$ cat config.mk
export PLATFORM = sky130hd
export DESIGN_NAME = track_word_crypt_checksum_flat
export DESIGN_NICKNAME = d
export VERILOG_FILES = /design/src/rtl/twcc_pkg.sv /design/src/rtl/twcc_if.sv /design/src/rtl/twcc_front.sv /design/src/rtl/twcc_queue.sv /design/src/rtl/twcc_back.sv /design/src/rtl/track_word_crypt_checksum.sv /design/src/flat_wrapper.sv
export VERILOG_INCLUDE_DIRS = /design/src /design/src/rtl
export SDC_FILE = /design/constraint.sdc
export NUM_CORES = 1
export LEC_CHECK = 0
export ABC_AREA = 1
export BUFFER_PORTS_ARGS = -buffer_cell sky130_fd_sc_hd__buf_2
export CAP_MARGIN = 20
export CORE_MARGIN = 4
export CORE_UTILIZATION = 37
export CTS_BUF_LIST = sky130_fd_sc_hd__clkbuf_8
export CTS_CLUSTER_DIAMETER = 120
export CTS_CLUSTER_SIZE = 14
export DETAILED_ROUTE_END_ITERATION = 8
export PLACE_DENSITY = 0.61
export SLEW_MARGIN = 20
export SYNTH_ARGS = -nofsm -noshare
export SYNTH_HDL_FRONTEND = slang
export SYNTH_SLANG_ARGS = --single-unit
$ cat constraint.sdc
create_clock -name clk -period 3.95 [get_ports clk]
set_clock_uncertainty 0.05 [all_clocks]
set_input_delay 0.79 -clock clk [delete_from_list [all_inputs] [get_ports clk]]
set_output_delay 0.79 -clock clk [all_outputs]
set_load 0.05 [all_outputs]
$ cat src/rtl/assert_macros.svh
// assertion helpers shared by the rtl files
`ifndef ASSERT_MACROS_SVH
`define ASSERT_MACROS_SVH

// checked on every clock edge outside reset
`define TWCC_ASSERT(lbl, clk, rst, prop, msg) \
  lbl: assert property (@(posedge clk) disable iff (rst) prop) else $error(msg);

// checked on every clock edge, reset included
`define TWCC_ASSERT_ALWAYS(lbl, clk, prop, msg) \
  lbl: assert property (@(posedge clk) prop) else $error(msg);

`endif

$ cat src/rtl/twcc_pkg.sv
`default_nettype none
package twcc_pkg;

  localparam int WORD_W     = 32;
  localparam int INDEX_W    = 12;
  localparam int CFG_ADDR_W = 3;
  localparam int CFG_DATA_W = 12;

  localparam logic [1:0] FMT_PLAIN  = 2'd0;
  localparam logic [1:0] FMT_CHAIN  = 2'd1;
  localparam logic [1:0] FMT_SECTOR = 2'd2;

  localparam logic [1:0] STATUS_OK         = 2'd0;
  localparam logic [1:0] STATUS_BAD_HEADER = 2'd1;
  localparam logic [1:0] STATUS_BAD_SUM    = 2'd2;

  localparam logic [CFG_ADDR_W-1:0] REG_FORMAT  = 3'd0;
  localparam logic [CFG_ADDR_W-1:0] REG_BUILD   = 3'd1;
  localparam logic [CFG_ADDR_W-1:0] REG_TRACK   = 3'd2;
  localparam logic [CFG_ADDR_W-1:0] REG_LENGTH  = 3'd3;
  localparam logic [CFG_ADDR_W-1:0] REG_SECTORS = 3'd4;

  localparam logic [WORD_W-1:0] CHAIN_START = 32'hdec0ded1;

  localparam logic [1:0]         RESET_FORMAT  = FMT_CHAIN;
  localparam logic [INDEX_W-1:0] RESET_LENGTH  = 12'd1410;
  localparam logic [7:0]         RESET_SECTORS = 8'd11;

  typedef struct packed {
    logic [1:0]         format_mode;
    logic               build_direction;
    logic [7:0]         track_number;
    logic [INDEX_W-1:0] words_per_block;
    logic [7:0]         sectors_per_track;
  } cfg_t;

  // classified word travelling from front to back
  typedef struct packed {
    logic [WORD_W-1:0] data_word;
    logic              first;
    logic              last;
  } qent_t;

endpackage
`default_nettype wire

$ cat src/rtl/twcc_if.sv
`default_nettype none
interface twcc_word_if import twcc_pkg::*; ();
  logic              valid;
  logic              ready;
  logic [WORD_W-1:0] data_word;
  modport source (output valid, output data_word, input ready);
  modport sink (input valid, input data_word, output ready);
endinterface

interface twcc_result_if import twcc_pkg::*; ();
  logic              valid;
  logic              ready;
  logic [WORD_W-1:0] out_word;
  logic              last_word;
  logic [1:0]        status;
  logic [7:0]        sector_number;
  modport source (output valid, output out_word, output last_word, output status,
                  output sector_number, input ready);
  modport sink (input valid, input out_word, input last_word, input status,
                input sector_number, output ready);
endinterface

interface twcc_cfg_if import twcc_pkg::*; ();
  logic                  valid;
  logic                  ready;
  logic [CFG_ADDR_W-1:0] index;
  logic [CFG_DATA_W-1:0] data;
  modport source (output valid, output index, output data, input ready);
  modport sink (input valid, input index, input data, output ready);
endinterface
`default_nettype wire

$ cat src/rtl/twcc_front.sv
`default_nettype none
module twcc_front import twcc_pkg::*; #(
  parameter int MAX_BLOCK_WORDS = 4095
) (
  input  wire logic              clk,
  input  wire logic              rst,
  input  wire cfg_t              cfg,
  input  wire logic              in_valid,
  output logic                   in_ready,
  input  wire logic [WORD_W-1:0] in_word,
  output logic                   push_valid,
  input  wire logic              push_ready,
  output qent_t                  push_entry
);

  // longest block the index counter is allowed to reach
  localparam int LenCapInt = (MAX_BLOCK_WORDS < 4095) ? MAX_BLOCK_WORDS : 4095;
  localparam logic [INDEX_W-1:0] LEN_CAP = INDEX_W'(LenCapInt);
  localparam logic [INDEX_W-1:0] LEN_MIN = INDEX_W'(2);

  logic [INDEX_W-1:0] word_index;
  logic [INDEX_W-1:0] block_len;
  logic [INDEX_W:0]   index_inc;
  logic               is_last;
  logic               accept;

  always_comb begin
    if (cfg.words_per_block < LEN_MIN) begin
      block_len = LEN_MIN;
    end else if (cfg.words_per_block > LEN_CAP) begin
      block_len = LEN_CAP;
    end else begin
      block_len = cfg.words_per_block;
    end
  end

  assign index_inc = {1'b0, word_index} + {{INDEX_W{1'b0}}, 1'b1};
  assign is_last   = index_inc >= {1'b0, block_len};
  assign accept    = in_valid && push_ready;

  assign in_ready              = push_ready;
  assign push_valid            = in_valid;
  assign push_entry.data_word  = in_word;
  assign push_entry.first      = (word_index == '0);
  assign push_entry.last       = is_last;

  always_ff @(posedge clk) begin
    if (rst) begin
      word_index <= '0;
    end else if (accept) begin
      word_index <= is_last ? '0 : index_inc[INDEX_W-1:0];
    end
  end

endmodule
`default_nettype wire

$ cat src/rtl/twcc_queue.sv
`default_nettype none
`include "assert_macros.svh"
module twcc_queue import twcc_pkg::*; (
  input  wire logic  clk,
  input  wire logic  rst,
  input  wire logic  push_valid,
  output logic       push_ready,
  input  wire qent_t push_entry,
  output logic       pop_valid,
  input  wire logic  pop_ready,
  output qent_t      pop_entry
);

  qent_t      slots [2];
  logic       wr_ptr;
  logic       rd_ptr;
  logic [1:0] count;
  logic       push;
  logic       pop;

  assign push_ready = (count != 2'd2);
  assign pop_valid  = (count != 2'd0);
  assign push       = push_valid && push_ready;
  assign pop        = pop_valid && pop_ready;
  assign pop_entry  = slots[rd_ptr];

  always_ff @(posedge clk) begin
    if (push) begin
      slots[wr_ptr] <= push_entry;
    end
  end

  always_ff @(posedge clk) begin
    if (rst) begin
      wr_ptr <= 1'b0;
      rd_ptr <= 1'b0;
      count  <= 2'd0;
    end else begin
      if (push) begin
        wr_ptr <= ~wr_ptr;
      end
      if (pop) begin
        rd_ptr <= ~rd_ptr;
      end
      if (push && !pop) begin
        count <= count + 2'd1;
      end else if (pop && !push) begin
        count <= count - 2'd1;
      end
    end
  end

  `TWCC_ASSERT(a_count_bound, clk, rst, count <= 2'd2, "queue count beyond depth")
  `TWCC_ASSERT(a_push_grows, clk, rst, push && !pop |=> count == $past(count) + 2'd1,
               "queue count did not grow on push")

endmodule
`default_nettype wire

$ cat src/rtl/twcc_back.sv
`default_nettype none
`include "assert_macros.svh"
module twcc_back import twcc_pkg::*; (
  input  wire logic        clk,
  input  wire logic        rst,
  input  wire cfg_t        cfg,
  input  wire logic        track_write,
  input  wire logic        q_valid,
  output logic             q_ready,
  input  wire qent_t       q_entry,
  output logic             out_valid,
  input  wire logic        out_ready,
  output logic [WORD_W-1:0] out_word,
  output logic             last_word,
  output logic [1:0]       status,
  output logic [7:0]       sector_number
);

  logic [WORD_W-1:0] chain_seed, chain_seed_next;
  logic [WORD_W-1:0] running_sum, running_sum_next;
  logic              header_bad, header_bad_next;
  logic [7:0]        current_sector, current_sector_next;
  logic [7:0]        build_sector_count, build_sector_count_next;

  logic [WORD_W-1:0] plain;
  logic [WORD_W-1:0] result;
  logic [1:0]        status_calc;
  logic [7:0]        sector_calc;
  logic [7:0]        sector_inc;
  logic              sectored;
  logic              chained;
  logic              pop;

  assign sectored   = (cfg.format_mode == FMT_SECTOR);
  assign chained    = (cfg.format_mode == FMT_CHAIN);
  assign q_ready    = !out_valid || out_ready;
  assign pop        = q_valid && q_ready;
  assign sector_inc = build_sector_count + 8'd1;

  always_comb begin
    chain_seed_next         = chain_seed;
    running_sum_next        = running_sum;
    header_bad_next         = header_bad;
    current_sector_next     = current_sector;
    build_sector_count_next = build_sector_count;
    plain                   = q_entry.data_word;
    result                  = q_entry.data_word;
    status_calc             = STATUS_OK;
    sector_calc             = 8'd0;

    if (!cfg.build_direction) begin
      if (q_entry.first) begin
        if (sectored) begin
          current_sector_next = q_entry.data_word[7:0];
          header_bad_next = (q_entry.data_word[15:8] != cfg.track_number) ||
                            (q_entry.data_word[7:0] >= cfg.sectors_per_track);
        end else begin
          current_sector_next = 8'd0;
          header_bad_next = (q_entry.data_word != {24'd0, 1'b0, cfg.track_number[7:1]});
        end
      end else if (chained) begin
        chain_seed_next = chain_seed ^ q_entry.data_word;
        plain           = chain_seed_next;
      end
      result = plain;
      if (q_entry.last) begin
        if (header_bad_next) begin
          status_calc = STATUS_BAD_HEADER;
        end else if (plain != running_sum) begin
          status_calc = STATUS_BAD_SUM;
        end
      end else begin
        running_sum_next = running_sum + plain;
      end
      sector_calc = sectored ? current_sector_next : 8'd0;
    end else begin
      if (q_entry.first) begin
        plain = sectored ? {16'd0, cfg.track_number, build_sector_count}
                         : {24'd0, 1'b0, cfg.track_number[7:1]};
      end else if (q_entry.last) begin
        plain = running_sum;
      end
      if (!q_entry.last) begin
        running_sum_next = running_sum + plain;
      end
      // in chain mode, encrypted word is plain xor previous plain word (chain start after the header)
      if (!q_entry.first && chained) begin
        result          = plain ^ chain_seed;
        chain_seed_next = plain;
      end else begin
        result = plain;
      end
      sector_calc = sectored ? build_sector_count : 8'd0;
      if (q_entry.last) begin
        build_sector_count_next = (sector_inc >= cfg.sectors_per_track) ? 8'd0 : sector_inc;
      end
    end

    if (q_entry.last) begin
      chain_seed_next  = CHAIN_START;
      running_sum_next = '0;
      header_bad_next  = 1'b0;
    end
  end

  always_ff @(posedge clk) begin
    if (rst) begin
      chain_seed         <= CHAIN_START;
      running_sum        <= '0;
      header_bad         <= 1'b0;
      current_sector     <= 8'd0;
      build_sector_count <= 8'd0;
      out_valid          <= 1'b0;
    end else begin
      if (pop) begin
        chain_seed         <= chain_seed_next;
        running_sum        <= running_sum_next;
        header_bad         <= header_bad_next;
        current_sector     <= current_sector_next;
        out_valid          <= 1'b1;
      end else if (out_ready) begin
        out_valid <= 1'b0;
      end
      // new track restarts the sector count
      if (track_write) begin
        build_sector_count <= 8'd0;
      end else if (pop) begin
        build_sector_count <= build_sector_count_next;
      end
    end
  end

  always_ff @(posedge clk) begin
    if (pop) begin
      out_word      <= result;
      last_word     <= q_entry.last;
      status        <= status_calc;
      sector_number <= sector_calc;
    end
  end

  `TWCC_ASSERT(a_status_on_last, clk, rst, out_valid && status != STATUS_OK |-> last_word,
               "status raised on a word that is not the last")
  `TWCC_ASSERT(a_restart_after_last, clk, rst,
               pop && q_entry.last |=> running_sum == '0 && chain_seed == CHAIN_START,
               "block state not restarted after last word")
  `TWCC_ASSERT(a_load_from_queue, clk, rst, $rose(out_valid) |-> $past(pop),
               "output loaded without a queue pop")

endmodule
`default_nettype wire

$ cat src/rtl/track_word_crypt_checksum.sv
// track word checker and builder
//
// words: input channel, one decoded 32-bit block word per accepted word.
// results: output channel, one result word per input word, in order, with
//   last_word on the final word of each block and status there (verify only).
// cfg: register write channel, always ready; write only while no word is in
//   flight. index 0 format, 1 direction, 2 track, 3 block length, 4 sectors.
//
// a front stage counts words and marks first/last, a two-entry queue feeds
// the back stage that runs the xor chain, the sum and the header check into
// an output register. one word per cycle sustained while the receiver is
// ready; an accepted word goes into the queue, then the output register.
// the rate is set by the back stage, one queue entry per cycle when not stalled.
// when the receiver stalls the output register holds, the queue fills and
// words is held off while it is full. reset empties the queue, drops the
// output word and restores all registers and block state to their defaults.
`default_nettype none
module track_word_crypt_checksum import twcc_pkg::*; #(
  parameter int MAX_BLOCK_WORDS = 4095
) (
  input wire logic        clk,
  input wire logic        rst,
  twcc_word_if.sink       words,
  twcc_result_if.source   results,
  twcc_cfg_if.sink        cfg
);

  cfg_t  regs;
  logic  cfg_write;
  logic  track_write;
  logic  push_valid, push_ready;
  qent_t push_entry;
  logic  q_valid, q_ready;
  qent_t q_entry;

  assign cfg.ready   = 1'b1;
  assign cfg_write   = cfg.valid && cfg.ready;
  assign track_write = cfg_write && (cfg.index == REG_TRACK);

  always_ff @(posedge clk) begin
    if (rst) begin
      regs.format_mode       <= RESET_FORMAT;
      regs.build_direction   <= 1'b0;
      regs.track_number      <= 8'd0;
      regs.words_per_block   <= RESET_LENGTH;
      regs.sectors_per_track <= RESET_SECTORS;
    end else if (cfg_write) begin
      case (cfg.index)
        REG_FORMAT:  regs.format_mode       <= cfg.data[1:0];
        REG_BUILD:   regs.build_direction   <= cfg.data[0];
        REG_TRACK:   regs.track_number      <= cfg.data[7:0];
        REG_LENGTH:  regs.words_per_block   <= cfg.data[INDEX_W-1:0];
        REG_SECTORS: regs.sectors_per_track <= cfg.data[7:0];
        default: ;
      endcase
    end
  end

  twcc_front #(.MAX_BLOCK_WORDS(MAX_BLOCK_WORDS)) u_front (
    .clk        (clk),
    .rst        (rst),
    .cfg        (regs),
    .in_valid   (words.valid),
    .in_ready   (words.ready),
    .in_word    (words.data_word),
    .push_valid (push_valid),
    .push_ready (push_ready),
    .push_entry (push_entry)
  );

  twcc_queue u_queue (
    .clk        (clk),
    .rst        (rst),
    .push_valid (push_valid),
    .push_ready (push_ready),
    .push_entry (push_entry),
    .pop_valid  (q_valid),
    .pop_ready  (q_ready),
    .pop_entry  (q_entry)
  );

  twcc_back u_back (
    .clk           (clk),
    .rst           (rst),
    .cfg           (regs),
    .track_write   (track_write),
    .q_valid       (q_valid),
    .q_ready       (q_ready),
    .q_entry       (q_entry),
    .out_valid     (results.valid),
    .out_ready     (results.ready),
    .out_word      (results.out_word),
    .last_word     (results.last_word),
    .status        (results.status),
    .sector_number (results.sector_number)
  );

endmodule
`default_nettype wire

$ cat src/flat_wrapper.sv
// flat-port wrapper written by rule: the top's interface ports become plain ports
module track_word_crypt_checksum_flat import twcc_pkg::*;
#(
  parameter int MAX_BLOCK_WORDS = 4095
)
  (clk, rst, words_valid, words_data_word, words_ready, results_valid, results_out_word, results_last_word, results_status, results_sector_number, results_ready, cfg_valid, cfg_index, cfg_data, cfg_ready);
  twcc_word_if words_i ();
  twcc_result_if results_i ();
  twcc_cfg_if cfg_i ();
  input wire logic clk;
  input wire logic rst;
  input wire logic [$bits(words_i.valid)-1:0] words_valid;
  input wire logic [$bits(words_i.data_word)-1:0] words_data_word;
  output wire logic [$bits(words_i.ready)-1:0] words_ready;
  output wire logic [$bits(results_i.valid)-1:0] results_valid;
  output wire logic [$bits(results_i.out_word)-1:0] results_out_word;
  output wire logic [$bits(results_i.last_word)-1:0] results_last_word;
  output wire logic [$bits(results_i.status)-1:0] results_status;
  output wire logic [$bits(results_i.sector_number)-1:0] results_sector_number;
  input wire logic [$bits(results_i.ready)-1:0] results_ready;
  input wire logic [$bits(cfg_i.valid)-1:0] cfg_valid;
  input wire logic [$bits(cfg_i.index)-1:0] cfg_index;
  input wire logic [$bits(cfg_i.data)-1:0] cfg_data;
  output wire logic [$bits(cfg_i.ready)-1:0] cfg_ready;
  assign words_i.valid = words_valid;
  assign words_i.data_word = words_data_word;
  assign words_ready = words_i.ready;
  assign results_valid = results_i.valid;
  assign results_out_word = results_i.out_word;
  assign results_last_word = results_i.last_word;
  assign results_status = results_i.status;
  assign results_sector_number = results_i.sector_number;
  assign results_i.ready = results_ready;
  assign cfg_i.valid = cfg_valid;
  assign cfg_i.index = cfg_index;
  assign cfg_i.data = cfg_data;
  assign cfg_ready = cfg_i.ready;
  track_word_crypt_checksum #(.MAX_BLOCK_WORDS(MAX_BLOCK_WORDS)) u_core (.clk(clk), .rst(rst), .words(words_i), .results(results_i), .cfg(cfg_i));
endmodule
==> metrics.md <==
| Metric | Value |
|---|---|
| Status | `complete, no violations` |
| Pwr dens | `811 nW/µm²` |
| Antenna diode count | `0` |
| Max clock buf depth | `3` |
| Cts-stage hold buffer count | `0` |
| FF+latch count, synth | `241` |
| Synth cell types | `50` |
| Slew HR | `approximately 31%` |
| Wirelength per Cell | `approximately 18 µm` |
| Syn nets | `about 2400` |
| First drt pass iteration count | `6` |
| Routability cong. | `approximately 0.93` |
| Met1 usage | `roughly 30%` |
| Maximum clock frequency | `roughly 280 MHz` |
| Worst vdd ir | `0.000366 V` |
| Die Y | `about 220 µm` |
| Top cell family by delay on the critical path | `simple AND/OR/NAND/NOR gates` |
| Sink Count | `241` |
| Setup CP Type | `flop to flop` |
| CTS H-tree depth | `1` |
| Gr ovfl total | `0` |
| Pin count of the biggest net entering global routing | `80` |
| Iteration-0 DRC Markers | `roughly 1300` |
| Syn Area/Cell | `roughly 7.0 µm²` |
| DP Wirelength | `roughly 38 mm` |
| Number of warnings issued by yosys | `0` |
| Final WL | `roughly 51 mm` |
| Cell count after placement | `~2900` |
| Hold WC Path Type | `primary input to flop` |
| Post-synth ARST share | `0%` |
| Net switching power | `between 7 and 8 mW` |
| Number of buffers and inverters on the critical path | `3` |
| Switching Share | `a little over half` |
| Num CTS Buffers | `21` |
| Core footprint | `approximately 42000 µm²` |
| Worst slew pin tran | `approximately 1.0 ns` |
| Sequential fraction of the synthesis area | `a little under two fifths` |
| CTS clk-pin slew, worst paths | `between 0.1 and 0.15 ns` |
| Initial Utilization | `around 38%` |
| Logic gate share of total power | `between 60% and 70%` |
| Hold Startpoint | `words_data_word[18]` |
| Via count | `15580` |
| Crit-path cells | `o21ai_4 > buf_12 > a21oi_1 > o21ai_0 > o21ai_1 > or2_2 > nand2_1 > inv_1 > ha_1 > nand2_1 > nor2_1 > inv_1 > nor3_1 > nand4_1 > nand3_1 > nand2_1 > nand3_1 > a21oi_1` |
| Layout net count | `between 2000 and 2500` |
| Die area | `around 46000 µm²` |
| Fin Setup TNS | `0 ns` |
| CTS tree | `yes` |
| Tmin final | `3.63 ns` |
| Area grow syn2layout | `9.58%` |
| Buffers on Ports | `96` |
| Rows | `75` |
| Clock power share | `between 10% and 20%` |
| Ys flop type | `dfxtp_1` |
| Final setup viols | `0` |
| RSZ-0062 raised after global routing | `no` |
| Global-route wire length before repair | `around 80 mm` |
| Vias per std cell | `about 5.4` |
| Worst Setup Start Kind | `flop` |
| Root buf cell | `clkbuf_8` |
| CP Data Arrival Time | `between 4 and 5 ns` |
| Int Pwr | `6.60 mW` |
| Fin cells | `between 2000 and 3000` |
| Worst-Skew Late Latency | `roughly 0.61 ns` |
| IO Pins | `just under 100` |
| Total Power | `between 10 and 15 mW` |
| Die Width | `approximately 220 µm` |
| Netlist Area Pre-Place | `around 16000 µm²` |
| DRT antenna net count | `0` |
| Layout cells sized above 1 | `under 10%` |
| Total GRT Usage | `21.3%` |
| Max-slew violation count | `0` |
| Post-route clock period utilization | `slightly above 90%` |
| Req. time, crit path | `between 4 and 5 ns` |
| P_leak | `roughly 7.8 nW` |
| Critical Path Slowest Stage Cell | `dfxtp_2` |
| Max stage delay on crit path | `approximately 0.40 ns` |
| Seq pwr share | `approximately 27%` |
| Post-synth EDFFs | `about 110` |
| Worst-path fanout max | `between 50 and 60` |
| Max-Cap Viols | `0` |
| DRC | `0` |
| Met2 usage | `between 30% and 40%` |
| GRT busiest layer | `met2` |
| Initial antenna violation count | `0` |
| Crit path top cell by count | `nand2_1` |
| Crit. End Element | `flop` |
| Vias in the first global route | `approximately 15000` |
| Hold Vio Cnt, Final | `0` |
| Synth Instances | `2272` |
| Met3 Use GR | `approximately 3.3%` |
==> cell families (layout without fill, tap and decap cells) <==
group	Yosys count	count (layout)	synth area share, %
compound gates	452	452	15.8
xor+xnor	56	56	3.08
fa+ha+maj	71	71	5.63
buf+inv	363	461	9.28
flops	241	241	37.3
other cells	1	1	0.0236
simple gates	1088	1088	28.9
==> what timing repair did <==
item / CTS / global route
setup buffers: 0 / 0
endpoints found under the setup margin: 0 / 2
gates resized for setup: 0 / 2
==> Yosys cell counts (all sizes together), types with 3 or more instances <==
cell type	n	share of area, %
a21boi	17	0.80
a21oi	203	6.4
a22oi	3	0.14
a31oi	3	0.12
buf	40	1.7
clkbuf	40	0.94
dfxtp	130	16
edfxtp	111	21
ha	70	5.5
inv	282	6.7
nand2	629	15
nand3	201	6.6
nand3b	8	0.38
nand4	17	0.67
nor2	188	4.5
nor3	16	0.57
nor4	7	0.28
o211ai	20	0.94
o21a	4	0.19
o21ai	172	5.8
o21bai	4	0.19
o22ai	14	0.55
o311ai	10	0.55
or2	20	0.79
xnor2	23	1.3
xor2	33	1.8
==> metrics by stage <==
| stage | hold slack, ns | utilization, % | setup slack [ns] | cell area, µm² |
|---|---|---|---|---|
| 6_report | 0.330 | 41.3 | 0.316 | 17400 |
| 3_5_place_dp | 0.399 | 40.4 | 0.331 | 17100 |
| 4_1_cts | 0.289 | 41.3 | 0.298 | 17400 |
| 5_1_grt | 0.306 | 41.3 | 0.0326 | 17400 |
| 3_3_place_gp | 0.389 | 40.4 | 0.348 | 17100 |
| 2_1_floorplan | 0.375 | - | 0.309 | 15900 |
==> power groups by stage <==
| stage | Combinational [mW] | Clock (mW) | Sequential (mW) |
|---|---|---|---|
| finish | 8.88 | 1.45 | 3.81 |
| global route | 9.81 | 1.60 | 3.88 |
| detailed placement | 8.74 | 0 | 3.86 |
| global placement | 8.64 | 0 | 3.85 |
| floorplan | 5.56 | 0 | 4.56 |
| CTS | 8.77 | 1.50 | 3.81 |
==> path summary, 6_finish.rpt <==
check / slack (ns) / to / depth (start not counted)
worst max register to register: 0.32 / u_core.u_back.running_sum[19] / 18
worst min-delay path: 0.33 / u_core.u_queue.slots[1][20] / 1
worst max-delay path: 0.32 / u_core.u_back.running_sum[19] / 18
worst min register to register: 0.42 / u_core.u_queue.rd_ptr / 1
==> routing by layer <==
layer	up-vias	part of all wire, %	wire (µm)
li1	7663	-	-
met1	7210	44	22600
met2	616	45	23000
met3	91	8.1	4180
met4	0	3.2	1650
met5	-	0	0
==> sequential cells by signal, indices dropped and copies added (netlist names), 2 cells and up, named ones only <==
register and flops:
u_core.regs 31, u_core.u_back.build_sector_count 8, u_core.u_back.chain_seed 32, u_core.u_back.current_sector 8, u_core.u_back.out_word 32, u_core.u_back.running_sum 32
u_core.u_back.sector_number 8, u_core.u_back.status 2, u_core.u_front.word_index 12, u_core.u_queue.count 2, u_core.u_queue.slots 68
==> final cells by class <==
| cell class | count | area (µm²) |
|---|---|---|
| inverter | 283 | 1060 |
| fill | 4419 | 24800 |
| tap | 539 | 674 |
| clock buffer | 22 | 303 |
| sequential | 241 | 5940 |
| multi-input combinational | 1668 | 8540 |
| clock inverter | 15 | 65.1 |
| timing repair buffer | 141 | 860 |
==> cell usage in the layout, fill, tap and decap left out, types with 8 or more instances in the layout <==
cell type    n
nand3b_1     8
nor2_1     180
nand4_1     17
o311ai_0     8
inv_1      284
buf_4       41
nand3_1    191
o21ai_0    141
o22ai_1     14
buf_2       96
nand2_1    623
dfxtp_1    128
a21oi_1    201
inv_2       11
xnor2_1     23
edfxtp_1   111
nand3_2     10
o21ai_2     11
nor3_1      15
clkbuf_8    22
o211ai_1    20
a21boi_0    12
or2_2       17
ha_1        70
o21ai_1     18
xor2_1      33
No activity file was read; power rests on OpenSTA's default activity.
